### config.mk
export PLATFORM = sky130hd
export DESIGN_NAME = okvs_cell
export DESIGN_NICKNAME = d
export VERILOG_FILES = /design/src/hdl/okvs_pkg.sv /design/src/hdl/okvs_cell.sv
export SDC_FILE = /design/constraint.sdc
export NUM_CORES = 1
export LEC_CHECK = 0
export ABC_AREA = 1
export BUFFER_PORTS_ARGS = -buffer_cell sky130_fd_sc_hd__buf_2
export CAP_MARGIN = 40
export CORE_MARGIN = 4
export CORE_UTILIZATION = 40
export CTS_CLUSTER_DIAMETER = 120
export CTS_CLUSTER_SIZE = 16
export DETAILED_ROUTE_END_ITERATION = 12
export PLACE_DENSITY_LB_ADDON = 0.3
export SETUP_SLACK_MARGIN = 0.3
export SLEW_MARGIN = 20
export SYNTH_ARGS = -nofsm -noshare
export SYNTH_HDL_FRONTEND = slang
export SYNTH_SLANG_ARGS = --single-unit
### constraint.sdc
create_clock -name clk -period 3.65 [get_ports clk]
set_input_delay 0.365 -clock clk [delete_from_list [all_inputs] [get_ports clk]]
set_output_delay 0.365 -clock clk [all_outputs]
set_load 0.02 [all_outputs]
### src/hdl/okvs_pkg.sv
// ---------------------------------------------------------------------------
// okvs_pkg: shared types and constants of the ordered key-value set
// Codes, sizes and the cell control word used by the chain of cells.
// ---------------------------------------------------------------------------
package okvs_pkg;

  localparam int unsigned Capacity  = 1024;
  localparam int unsigned CountW    = $clog2(Capacity + 1);
  localparam int unsigned KeyW      = 32;
  localparam logic [KeyW-1:0] ReservedKey = 32'h7FFF_FFFF;

  localparam logic [2:0] OpLookup = 3'd0;
  localparam logic [2:0] OpInsert = 3'd1;
  localparam logic [2:0] OpErase  = 3'd2;
  localparam logic [2:0] OpPopMin = 3'd3;
  localparam logic [2:0] OpPopMax = 3'd4;

  localparam logic [1:0] StOk      = 2'd0;
  localparam logic [1:0] StMissing = 2'd1;
  localparam logic [1:0] StFull    = 2'd2;

  // broadcast command to every cell
  typedef struct packed {
    logic            ins;     // shift up from the insert point
    logic            del;     // shift down from the removal point
    logic            upd;     // overwrite value at the hit cell
    logic            minop;   // removal point is the head
    logic            maxop;   // removal point is the tail
    logic [KeyW-1:0] key;
    logic [KeyW-1:0] value;
  } cell_cmd_t;

  // per-cell view of its key against the command key
  typedef struct packed {
    logic            used;
    logic            below;   // stored key orders below the command key
    logic            hit;     // stored key equals the command key
  } cell_flag_t;

endpackage

### src/hdl/okvs_cell.sv
// ---------------------------------------------------------------------------
// okvs_cell: one slot of the sorted table
// Holds a key, a value and an occupied bit; shifts with its neighbours.
// ---------------------------------------------------------------------------
module okvs_cell
  import okvs_pkg::*;
(
  input  logic            clk,
  input  logic            rst,
  input  logic            step,
  input  cell_cmd_t       cmd,
  input  logic            head,        // cell 0
  input  logic            tail,        // last occupied cell
  input  cell_flag_t      prev_flag,   // lower neighbour
  input  logic [KeyW-1:0] prev_key,
  input  logic [KeyW-1:0] prev_value,
  input  logic [KeyW-1:0] next_key,
  input  logic [KeyW-1:0] next_value,
  input  logic            next_used,
  output cell_flag_t      flag,
  output logic [KeyW-1:0] key,
  output logic [KeyW-1:0] value
);

  logic used;
  logic gone;

  // signed order compare
  always_comb begin
    flag.used  = used;
    flag.below = used && ($signed(key) < $signed(cmd.key));
    flag.hit   = used && (key == cmd.key);
  end

  // this cell sits at or above the removal point; an erase always has a hit,
  // so every cell not below the key is at or above it
  always_comb begin
    gone = cmd.minop || (cmd.maxop && tail) || (cmd.del && !flag.below);
  end

  // occupied bit
  always_ff @(posedge clk) begin
    if (rst) begin
      used <= 1'b0;
    end else if (step) begin
      if (cmd.ins && !used && (head || prev_flag.used)) begin
        used <= 1'b1;
      end else if ((cmd.del || cmd.minop || cmd.maxop) && gone && !next_used) begin
        used <= 1'b0;
      end
    end
  end

  // payload moves
  always_ff @(posedge clk) begin
    if (step) begin
      if (cmd.ins && (used || head || prev_flag.used) && !flag.below) begin
        if (head || !prev_flag.used || prev_flag.below) begin
          key   <= cmd.key;
          value <= cmd.value;
        end else begin
          key   <= prev_key;
          value <= prev_value;
        end
      end else if (cmd.upd && flag.hit) begin
        value <= cmd.value;
      end else if ((cmd.del || cmd.minop || cmd.maxop) && gone) begin
        key   <= next_key;
        value <= next_value;
      end
    end
  end

endmodule

* Yosys cells after proc, flatten, opt, wreduce, memory -nomap -nowiden
Index checks and enable logic that the tools add are counted.
** Operators by class
- Reduce and logical (&&, ||, !) cells :: 30
- Div/mod/pow operators :: 0
- Muxes and demuxes :: 10
- Shifts and indexed selects :: 0
- Eq/ne operators :: 2
- Bitwise gates (word level) :: 0
- Multiply operators :: 0
- $add $sub $neg :: 0
- $lt $le $gt $ge :: 1
** Operator list (number)
- two-way mux 32 bit :: 8
- equality test 32 bit :: 1
- less-than comparator 32 bit :: 1
- logical AND 1 bit :: 11
- logical OR 1 bit :: 9
- zero test 1 bit :: 4
- AND reduction 2 bit :: 2
- nonzero test 2 bit :: 2
- AND reduction 3 bit :: 1
- nonzero test 3 bit :: 1
- two-way mux 1 bit :: 2
- != test 2 bit, second input constant :: 1
** Storage, ports and cells
- Memory bits (writable) :: 0
- Latch bits :: 0
- Word-level logic and storage cells :: 46
- Memories kept :: 0
- Register bits :: 65
- Bits of input ports :: 206
- Output and inout port bits :: 67
- ROM bits :: 0

* Longest topological paths before layout
Gate-level depths: netlist of the first run.
- Depth in word-level cells :: 9
- Gate-level depth with buffers :: 21
- Mapped depth without buffers :: 19

* Worst setup path after synthesis of the first run
OpenSTA, ideal clock, no wires.
- Path type :: reg2reg
- Start :: register key[23]
- End :: register key[0] (enable)
- Arrival time :: 3.216 ns
- Library setup time :: 0.422 ns
- Buffers on the path :: 1
- Required time :: 3.228 ns
- Stages on the path, launching flop included :: 15
- Period minus slack after synthesis :: 3.638 ns
- Setup slack :: 0.012 ns
- Cells stage by stage :: edfxtp_1 ha_1 nand2_1 nor2_1 inv_1 nor3_4 nand2_2 nand2_1 nand2_1 nand3_2 nand2_2 buf_6 nand3_1 inv_1 nor2_1
** Between the ends
- Word-level cells in the longest chain between the ends :: 8
- Elaborated cells on any way between the ends :: 13
- Those cells by class :: order compare (1); eq/ne (2); reduce/logical (10)
** Ends and longest elaborated chain
- start: declaration :: line okvs_cell.sv:21 : output logic [KeyW-1:0] key,
- start signal: assignment :: line okvs_cell.sv:59 : key <= cmd.key;
- start signal: assignment :: line okvs_cell.sv:62 : key <= prev_key;
- start signal: assignment :: line okvs_cell.sv:68 : key <= next_key;
- less-than comparator 32 bit :: line okvs_cell.sv:31 : flag.below = used && ($signed(key) < $signed(cmd.key));
- logical AND 1 bit :: line okvs_cell.sv:31
- zero test 1 bit :: line okvs_cell.sv:38, okvs_cell.sv:57
- logical AND 1 bit :: line okvs_cell.sv:38 : gone = cmd.minop || (cmd.maxop && tail) || (cmd.del && !flag.below);
- logical OR 1 bit :: line okvs_cell.sv:38
- logical AND 1 bit :: line okvs_cell.sv:67 : end else if ((cmd.del || cmd.minop || cmd.maxop) && gone) begin
- nonzero test 2 bit (no source line)
- AND reduction 3 bit (no source line) (*)
Every way passes the cells marked *; elsewhere a longest branch is shown, timed or not.
A chain may end at the register's enable or synchronous reset.

* Worst setup path in the final report of the first run
- Start :: register key[31]
- End :: register value[9], data pin
** Between the ends
- Word-level cells in the longest chain between the ends :: 5
- Elaborated cells on any way between the ends :: 9
- Those cells by class :: order compare (1); eq/ne (1); mux (2); reduce/logical (5)
** Ends and longest elaborated chain
- less-than comparator 32 bit / equality test 32 bit (equally long branches) :: line okvs_cell.sv:31, okvs_cell.sv:32
- logical AND 1 bit (on tied branches) :: line okvs_cell.sv:31, okvs_cell.sv:32
- zero test 1 bit / logical AND 1 bit (equally long branches) :: line okvs_cell.sv:57, okvs_cell.sv:65
- logical AND 1 bit / two-way mux 32 bit (equally long branches) :: line okvs_cell.sv:57, okvs_cell.sv:65
- two-way mux 32 bit (*) :: line okvs_cell.sv:57 : if (cmd.ins && (used || head || prev_flag.used) && !flag.below) begin
- end signal: assignment :: line okvs_cell.sv:60 : value <= cmd.value;
- end signal: assignment :: line okvs_cell.sv:63 : value <= prev_value;
- end signal: assignment :: line okvs_cell.sv:66 : value <= cmd.value;
- end: declaration :: line okvs_cell.sv:22 : output logic [KeyW-1:0] value
Marks and branches as above.

==> flow_metrics.py, run 1 <==
metrics = {
    "run_status": {
        "status": "complete, no violations",
    },
    "clocking": {
        "cts_setup_buffers": 0,
        "cts_root_buf": "clkbuf_16",
        "ctsResizeCount": 0,
        "clk_latency_ps": 320,
        "cts_tree": "done",
        "clk_pin_slew_ps": 50,
        "cts_num_sinks": 65,
        "cts_buffers": 9,
        "cts.htree.levels": 3,
        "hold_buffers": 0,
        "clock_path_buffers": 2,
    },
    "logic_synthesis": {
        "ys_types": 34,
        "synth_fp_nets": 763,
        "syn-cell-area_sq_mm": 0.00480,
        "syn_avg_cell_area_sq_um": 9.15,
        "ys_warn_count": 0,
        "syn-instance-count": 525,
        "yosysSeqAreaShare": 0.404,
        "ys_ff_latch": 65,
    },
    "floorplanning": {
        "die_h_microns": 118,
        "start_util": 0.415,
        "ios": 273,
        "die-area_sq_mm": 0.0138,
        "core_sq_mm": 0.0116,
        "die_w_microns": 118,
        "fp-row-count": 39,
    },
    "worst_setup_path": {
        "path_cells": "ha_1, a21oi_1, o21a_1, nand2_1, a21oi_1, nand2_1, nand2_1, nand3_2, nand2_2, buf_4, inv_2, buf_12, nand2_1, o21ai_0",
        "crit_top_cell": "nand2_1",
        "cp-start-kind": "flip-flop",
        "endpoint_kind": "flip-flop",
        "max_stage_delay_ps": 390,
        "worst_ep_arrival_time_ps": 2760,
        "critical_path_class": "reg -> reg",
        "path_max_fanout": 65,
        "cp.required_ps": 3700,
        "timing.critical_path.slowest_stage_cell": "edfxtp_1",
    },
    "run": {
        "drv_cap": 0,
    },
    "timing": {
        "fin_skew_ps": 5.19,
        "fin_setup_tns_ps": 0,
        "grt_setup_unrepaired": "no",
        "tightestPinTransition_ps": 566,
        "fin_crit_sh": 0.743,
        "hold_viol_final": 0,
        "clock.fmax_ghz": 0.369,
        "maxSlewViolCount": 0,
        "slew_headroom": 0.622,
        "period_needed_ps": 2710,
        "setup_viol": 0,
    },
    "power_and_ir_drop": {
        "max-vdd-ir-drop_v": 0.000161,
        "power_density_mw_per_mm2": 365,
        "p_leak_nw": 3.48,
    },
    "finish": {
        "nets": 1023,
        "synthToLayoutAreaGrowth_pct": 35.1,
        "nFillCells": 1082,
        "mostFrequentLayoutCell": "buf_2",
        "post-route-util": 0.561,
        "mostFrequentLayoutCells": "buf_2, nand2_1, edfxtp_1, o21ai_0, inv_1",
        "layout-drive-gt1-share": 0.446,
    },
    "routing": {
        "avgRoutedWirePerCell_microns": 14.8,
        "drtIter0Drc": 147,
        "wl_microns": 13800,
        "drc_errors": 0,
        "drt-vias-per-instance": 4.93,
        "postRouteAntennaNets": 0,
        "vias": 4603,
        "dr.pass1.iters": 4,
    },
    "placement": {
        "place_hpwl_microns": 11400,
        "gp_congestion": 0.858,
        "io_buffers": 271,
    },
    "global_route": {
        "antenna_found_initial": 1,
        "grt_pass1_vias": 4800,
        "grt.overflow.total": 0,
        "grt_usage": 0.195,
        "grt_max_degree": 66,
        "grt_pass1_wl_microns": 22400,
    },
    "hold_path": {
        "hold_class": "in -> reg",
    },
}
## sequential cells by signal (all words and copies together), names as in the netlist
register and count:
key 32, value 32, used 1
## layer usage
layer | vias up | track usage | share of wire
met2 | 204 | 0.353 | 0.51
met4 | 0 | 0.0777 | 0.023
met1 | 2035 | 0.220 | 0.39
met3 | 25 | 0.0500 | 0.082
li1 | 2339 | - | -
met5 | - | 0 | 0
## worst max-delay path, delay by kind of cell, from the launching register on
kind | cells | cell delay, ps
fa+ha+maj | 1 | 350
simple gates | 6 | 510
flops | 1 | 390
buf+inv | 3 | 570
compound gates | 4 | 600
## stage by stage
step	hold WS [ps]	total power [mW]	setup slack [ps]	std cells	instance area (sq um)
2_1_floorplan	528	1.34	555	525	4810
3_3_place_gp	633	1.56	903	916	6190
3_5_place_dp	645	1.58	827	917	6210
4_1_cts	306	2.40	928	933	6490
5_1_grt	325	2.51	576	934	6490
6_report	317	2.37	939	934	6490
## final cells by class
type / instances / area (sq um) / area share
diodes: 1 / 2.50 / 0.000386
clock inverters: 4 / 43.8 / 0.00675
clock buffers: 12 / 236 / 0.0364
inverters: 47 / 176 / 0.0272
flip-flops and latches: 65 / 1940 / 0.299
multi-input cells: 384 / 2470 / 0.381
well taps: 143 / 179 / 0.0276
repair buffers: 278 / 1430 / 0.221
## synthesized netlist by cell type (all sizes together)
cell,n,area (sq um)
nand4,2,12.5
inv,47,176
nor4,1,21.3
ha,32,400
dfxtp,1,20.0
clkbuf,9,35.0
nor3b,1,7.51
nand2,144,558
a21oi,17,85.1
o21ai,96,526
o21a,2,15.0
nor3,2,21.3
buf,20,186
or3b,2,17.5
a21o,1,7.51
mux2,33,372
mux2i,32,320
nor2,11,43.8
nand3,6,45.0
and3,1,6.26
and2,1,6.26
edfxtp,64,1920
## power breakdown
| part | total, mW | internal (mW) | leakage, nW | switching [mW] |
|---|---|---|---|---|
| logic | 0.615 | 0.257 | 2.71 | 0.358 |
| registers | 0.941 | 0.913 | 0.635 | 0.0275 |
| clock network | 0.816 | 0.524 | 0.138 | 0.292 |
## path summary, 6_finish.rpt
path	startpoint	to	slack, ps	cells past startpoint
worst max-delay path	key[31]	value[9]	940	14
worst min-delay path	next_key[0]	key[0]	320	3
worst max register to register	key[31]	value[9]	940	14
worst min register to register	used	used	660	3
## cell families after synthesis
group,Yosys count,share of synthesized area
AND/OR/NAND/NOR,171,0.154
AO/OA/AOI/OAI,116,0.132
multiplexers,65,0.144
adder cells (fa/ha/maj),32,0.0833
flip-flops,65,0.404
buffers and inverters,76,0.0828
Power figures use the tool's default switching activity.
==> run 2, diff against run 1 <==
- ABC_AREA: 1 -> 0
- CORE_UTILIZATION: 40 -> 39
- clock period: 3.65 -> 2.2 ns (I/O delays scaled with it)
==> flow_metrics.py, run 2 <==
metrics = {
    "worst_setup_path": {
        "timing.critical_path.slowest_stage_cell": "edfxtp_1",
        "path_cells": "ha_1, nand4_1, nor4_2, a21boi_4, o31ai_4, buf_4, a31oi_4, a221oi_2, buf_4, o21ai_4, buf_6, clkbuf_16",
        "endpoint_kind": "flip-flop",
        "max_stage_delay_ps": 390,
        "cp-start-kind": "flip-flop",
        "path_max_fanout": 5,
        "worst-path-stages": 12,
        "worst_ep_arrival_time_ps": 3050,
        "r2r_end": "key[31]",
        "cp.required_ps": 2260,
        "r2r-start": "key[10]",
        "ff2ff_setup_slack_ps": -790,
        "critPathTopFamily": "compound AO/OA/AOI/OAI gates",
        "crit_top_cell": "buf_4",
        "crit_buf_inv": 4,
        "critical_path_class": "reg -> reg",
        "reg2reg_depth": 12,
    },
    "clocking": {
        "cts_root_buf": "clkbuf_8",
        "cts_num_sinks": 65,
        "clk_latency_ps": 350,
        "cts_tree": "done",
        "clk_pin_slew_ps": 70,
        "hold_buffers": 0,
        "cts.htree.levels": 3,
        "clock_path_buffers": 2,
        "cts_buffers": 9,
    },
    "power_and_ir_drop": {
        "power_density_mw_per_mm2": 597,
        "max-vdd-ir-drop_v": 0.000326,
        "p_leak_nw": 3.44,
    },
    "global_route": {
        "antenna_found_initial": 0,
        "grt_max_degree": 96,
        "grt_usage": 0.241,
        "grt_pass1_wl_microns": 24000,
        "grt_pass1_vias": 4757,
        "grt.overflow.total": 0,
    },
    "logic_synthesis": {
        "syn-instance-count": 433,
        "synth_top_cell_by_area": "edfxtp_1",
        "ys_ff_latch": 65,
        "yosysSeqAreaShare": 0.456,
        "synth-edff-count": 64,
        "syn_avg_cell_area_sq_um": 9.83,
        "async_reset_ff_frac": 0,
        "synthTopCellsByCount": "a21oi_1, nor2_1, edfxtp_1",
        "yosysTopAreaCellShare": 0.451,
        "ys.flop_type": "edfxtp_1",
        "ys_types": 38,
        "syn-cell-area_sq_mm": 0.00426,
        "synth_fp_nets": 671,
        "ys_warn_count": 0,
        "yosysMostFrequentCell": "a21oi_1",
        "ys_top_cells_by_area": "edfxtp_1, a21oi_1, ha_1, o221a_2, nor2_1",
    },
    "routing": {
        "drc_errors": 0,
        "avgRoutedWirePerCell_microns": 18.2,
        "postRouteAntennaNets": 0,
        "vias": 4888,
        "drtIter0Drc": 273,
        "drt-vias-per-instance": 5.27,
        "dr.pass1.iters": 4,
        "wl_microns": 16900,
    },
    "finish": {
        "seqCellArea_sq_mm": 0.00194,
        "finalInstanceArea_sq_mm": 0.00734,
        "layout-drive-gt1-share": 0.569,
        "multiInputGateArea_sq_mm": 0.00243,
        "nFillCells": 805,
        "mostFrequentLayoutCell": "buf_2",
        "mostFrequentLayoutCells": "buf_2, a21oi_1, buf_4, nor2_1, edfxtp_1",
        "antennaDiodeCount": 0,
        "nets": 1024,
        "synthToLayoutAreaGrowth_pct": 72.3,
        "largestRegisters": "key: 32 flops, value: 32 flops, used: 1 flops",
        "fin_cells": 927,
    },
    "timing": {
        "fin_skew_ps": 16.4,
        "fin_setup_tns_ps": -92680,
        "maxSlewViolCount": 0,
        "fin_crit_sh": 1.36,
        "clock.fmax_ghz": 0.334,
        "period_needed_ps": 2990,
        "setup_viol": 131,
        "fin_ws_ps": -792,
        "hold_ws_ps": 174,
        "hold_viol_final": 0,
        "tightestPinTransition_ps": 556,
        "slew_headroom": 0.628,
        "grt_setup_unrepaired": "yes",
    },
    "floorplanning": {
        "die-area_sq_mm": 0.0127,
        "ios": 273,
        "fp-row-count": 37,
        "die_h_microns": 112,
        "core_sq_mm": 0.0105,
        "start_util": 0.407,
        "die_w_microns": 112,
    },
    "placement": {
        "place_hpwl_microns": 12000,
        "gp_congestion": 0.891,
        "placed_area_sq_mm": 0.00638,
        "placed_cells": 876,
        "io_buffers": 271,
        "dp_slack_ps": -774,
    },
    "run_status": {
        "status": "complete, but fails checks",
        "violations": "negative setup slack",
    },
    "hold_path": {
        "hold_end": "used",
        "hold_class": "in -> reg",
        "worstHoldStart": "rst",
        "min_path_cells": 3,
    },
    "run": {
        "drv_cap": 0,
    },
}
==> run 2: cell types whose count changed after synthesis, moves of 10 or more <==
cell	before	now
mux2i_1	32	1
o21ai_1	27	1
nor2_1	10	67
inv_1	46	36
o21ai_2	12	0
nand2_1	137	13
mux2_2	33	0
a21oi_1	17	80
o221a_2	0	32
o21ai_0	57	6
nand3b_1	0	33
==> run 2: power by group <==
part	leakage [nW]	internal (mW)	switching (mW)	total [mW]
Clock	0.107	0.638	0.515	1.15
Sequential	0.625	1.54	0.0638	1.61
Combinational	2.71	0.814	0.807	1.62
Total	3.44	3.00	1.39	4.38
==> run 2: kinds of logic after synthesis <==
logic type	share of synthesized area
buf+inv	0.0597
compound gates	0.225
fa+ha+maj	0.0940
simple gates	0.163
mux	0.00235
flops	0.456
==> run 2: cell type report <==
cell class / instances / share of cell area
timing repair buffer: 369 / 0.333
tap: 136 / 0.0232
clock inverter: 7 / 0.0128
clock buffer: 9 / 0.0169
multi-input combinational: 305 / 0.331
inverter: 36 / 0.0184
sequential: 65 / 0.265
==> run 2: worst register-to-register path, cell delays in order (launching register included) <==
cell       delay (ps)
edfxtp_1          390
ha_1              320
nand4_1           140
nor4_2            370
a21boi_4          280
o31ai_4           100
buf_4             170
a31oi_4           190
a221oi_2           90
buf_4             170
o21ai_4           190
buf_6             140
clkbuf_16         150
==> run 2: worst max path at each step <==
| stage | start | slack, ps | to |
|---|---|---|---|
| CTS | key[9] | -660 | key[31] |
| detailed placement | key[9] | -770 | value[20] |
| finish | key[10] | -790 | key[31] |
| global route | key[9] | -860 | key[31] |
| floorplan | key[10] | -1060 | value[0] |
| global placement | key[11] | -590 | value[27] |
==> run 2: repair_timing <==
item	4_1_cts	5_1_grt
setup buffers	12	11
pin swaps	4	7
resized for setup	22	32
endpoints found under the setup margin	131	131
gates cloned	3	9
==> run 2: per-stage QoR <==
step                utilization  power, mW
floorplan                     -       2.36
global placement          0.610       2.94
detailed placement        0.610       2.98
CTS                       0.660       4.23
global route              0.701       4.60
finish                    0.701       4.38
==> run 2: metal layers <==
layer  GRT usage  routed length, microns  share of wire  vias up
met5           0                       0              0        -
met4      0.0913                     453          0.027        0
met3      0.0706                    1500          0.089       34
met2       0.435                    8690           0.52      256
met1       0.265                    6230           0.37     2267
li1            -                       -              -     2331
==> run 3, diff against run 2 <==
- SETUP_SLACK_MARGIN: 0.3 -> 0.2
==> flow_metrics.py, run 3 (same netlist as run 2, synthesis figures left out) <==
metrics = {
    "global_route": {
        "grt_usage": 0.228,
        "grt_pass1_vias": 4593,
        "grt_max_degree": 93,
        "antenna_found_initial": 0,
        "grt.overflow.total": 0,
        "grt_pass1_wl_microns": 22800,
    },
    "placement": {
        "dp_slack_ps": -798,
        "io_buffers": 271,
        "place_hpwl_microns": 11800,
        "gp_congestion": 0.901,
    },
    "clocking": {
        "clk_latency_ps": 340,
        "cts_buffers": 9,
        "clk_pin_slew_ps": 70,
        "clock_path_buffers": 2,
        "cts.htree.levels": 3,
        "hold_buffers": 0,
        "cts_root_buf": "clkbuf_8",
        "cts_num_sinks": 65,
        "cts_tree": "done",
    },
    "power_and_ir_drop": {
        "max-vdd-ir-drop_v": 0.000365,
        "p_leak_nw": 3.44,
        "p_total_mw": 4.28,
        "power_density_mw_per_mm2": 574,
    },
    "worst_setup_path": {
        "path_cells": "ha_1, nand4_1, nor2_1, a221o_1, o31ai_4, a311oi_4, buf_4, a21o_4, clkbuf_16, o221a_2",
        "cp.required_ps": 2300,
        "max_stage_delay_ps": 390,
        "critical_path_class": "reg -> reg",
        "critPathTopFamily": "compound AO/OA/AOI/OAI gates",
        "path_max_fanout": 8,
        "worst-path-stages": 10,
        "r2r_end": "value[26]",
        "reg2reg_depth": 10,
        "crit_start": "key[13]",
        "cp-endpoint": "value[26]",
        "worst_ep_arrival_time_ps": 3050,
        "ff2ff_setup_slack_ps": -760,
        "endpoint_kind": "flip-flop",
        "timing.critical_path.slowest_stage_cell": "edfxtp_1",
        "cp-start-kind": "flip-flop",
        "r2r-start": "key[13]",
        "crit_buf_inv": 2,
    },
    "timing": {
        "setup_viol": 131,
        "maxSlewViolCount": 0,
        "hold_ws_ps": 122,
        "hold_viol_final": 0,
        "fin_crit_sh": 1.34,
        "grt_setup_unrepaired": "yes",
        "fin_ws_ps": -756,
        "clock.fmax_ghz": 0.338,
        "slew_headroom": 0.749,
        "fin_skew_ps": 6.90,
        "period_needed_ps": 2960,
        "tightestPinTransition_ps": 375,
    },
    "finish": {
        "seqCellArea_sq_mm": 0.00194,
        "multiInputGateArea_sq_mm": 0.00265,
        "largestRegisters": "key: 32 flops, value: 32 flops, used: 1 flops",
        "layout-drive-gt1-share": 0.610,
        "mostFrequentLayoutCell": "buf_2",
        "mostFrequentLayoutCells": "buf_2, edfxtp_1, buf_4, a21oi_1, nor2_1",
        "nets": 1013,
        "synthToLayoutAreaGrowth_pct": 75.0,
        "nFillCells": 792,
        "antennaDiodeCount": 0,
    },
    "routing": {
        "postRouteAntennaNets": 0,
        "avgRoutedWirePerCell_microns": 18.5,
        "wl_microns": 16900,
        "drtIter0Drc": 412,
        "drt-vias-per-instance": 5.32,
        "vias": 4871,
        "drc_errors": 0,
        "dr.pass1.iters": 5,
    },
    "floorplanning": {
        "core_sq_mm": 0.0105,
        "start_util": 0.407,
        "ios": 273,
        "die_w_microns": 112,
        "fp-row-count": 37,
        "die-area_sq_mm": 0.0127,
        "die_h_microns": 112,
    },
    "run": {
        "drv_cap": 0,
    },
    "run_status": {
        "violations": "negative setup slack",
        "status": "complete, but fails checks",
    },
    "hold_path": {
        "min_path_cells": 3,
        "hold_class": "in -> reg",
    },
}
## run 3: cell count changes in the layout (fill, tap and decap cells not counted), moves of 3 or more
cell	previous run	this run
a21oi_1	75	54
o221a_4	12	19
a21oi_2	4	25
nor2_2	1	13
buf_6	13	8
nor2_1	66	49
clkinv_1	1	4
buf_4	67	57
nor2_4	0	5
o221a_2	20	13
## run 3: area by class of cell
class                   instances  area share
well taps                     136      0.0228
flip-flops and latches         65       0.261
multi-input cells             305       0.355
clock inverters                 6     0.00672
clock buffers                   9      0.0166
repair buffers                358       0.320
inverters                      36      0.0181
## run 3: power breakdown
group          switching (mW)  internal (mW)
Clock                   0.466          0.500
Combinational           0.856          0.847
Sequential             0.0655           1.54
Total                    1.39           2.89
## run 3: how the worst min path moves through the flow
| stage | start | to | slack (ps) |
|---|---|---|---|
| global route | rst | used | 110 |
| detailed placement | rst | used | 480 |
| finish | rst | used | 120 |
| global placement | rst | used | 470 |
| floorplan | rst | used | 380 |
| CTS | rst | used | 100 |
## run 3: worst register-to-register path, delay by kind of cell (launching register included)
kind	cells	cell delay, ps
compound gates	5	1370
fa+ha+maj	1	330
buf+inv	2	350
flops	1	390
simple gates	2	280
## run 3: routing by layer
metal  vias up  track usage  share of wire
met5         -            0              0
met4         0       0.0769          0.024
met3        33       0.0593          0.087
met2       260        0.421           0.54
met1      2273        0.252           0.35
li1       2305            -              -
## run 3: per-stage QoR
stage	utilization	area, sq um	TNS, ps	std cells
2_1_floorplan	-	4440	-95740	433
3_3_place_gp	0.609	6370	-78280	874
3_5_place_dp	0.609	6370	-88590	874
4_1_cts	0.635	6640	-79150	893
5_1_grt	0.712	7450	-100600	915
6_report	0.712	7450	-85830	915
## run 3: what timing repair did
action                                  4_1_cts  5_1_grt
gates cloned                                  1       13
pin swaps                                    12       27
endpoints found under the setup margin      131      131
gates resized for setup                      10       96
endpoints found under the hold margin         0        0
buffers inserted                              3        9
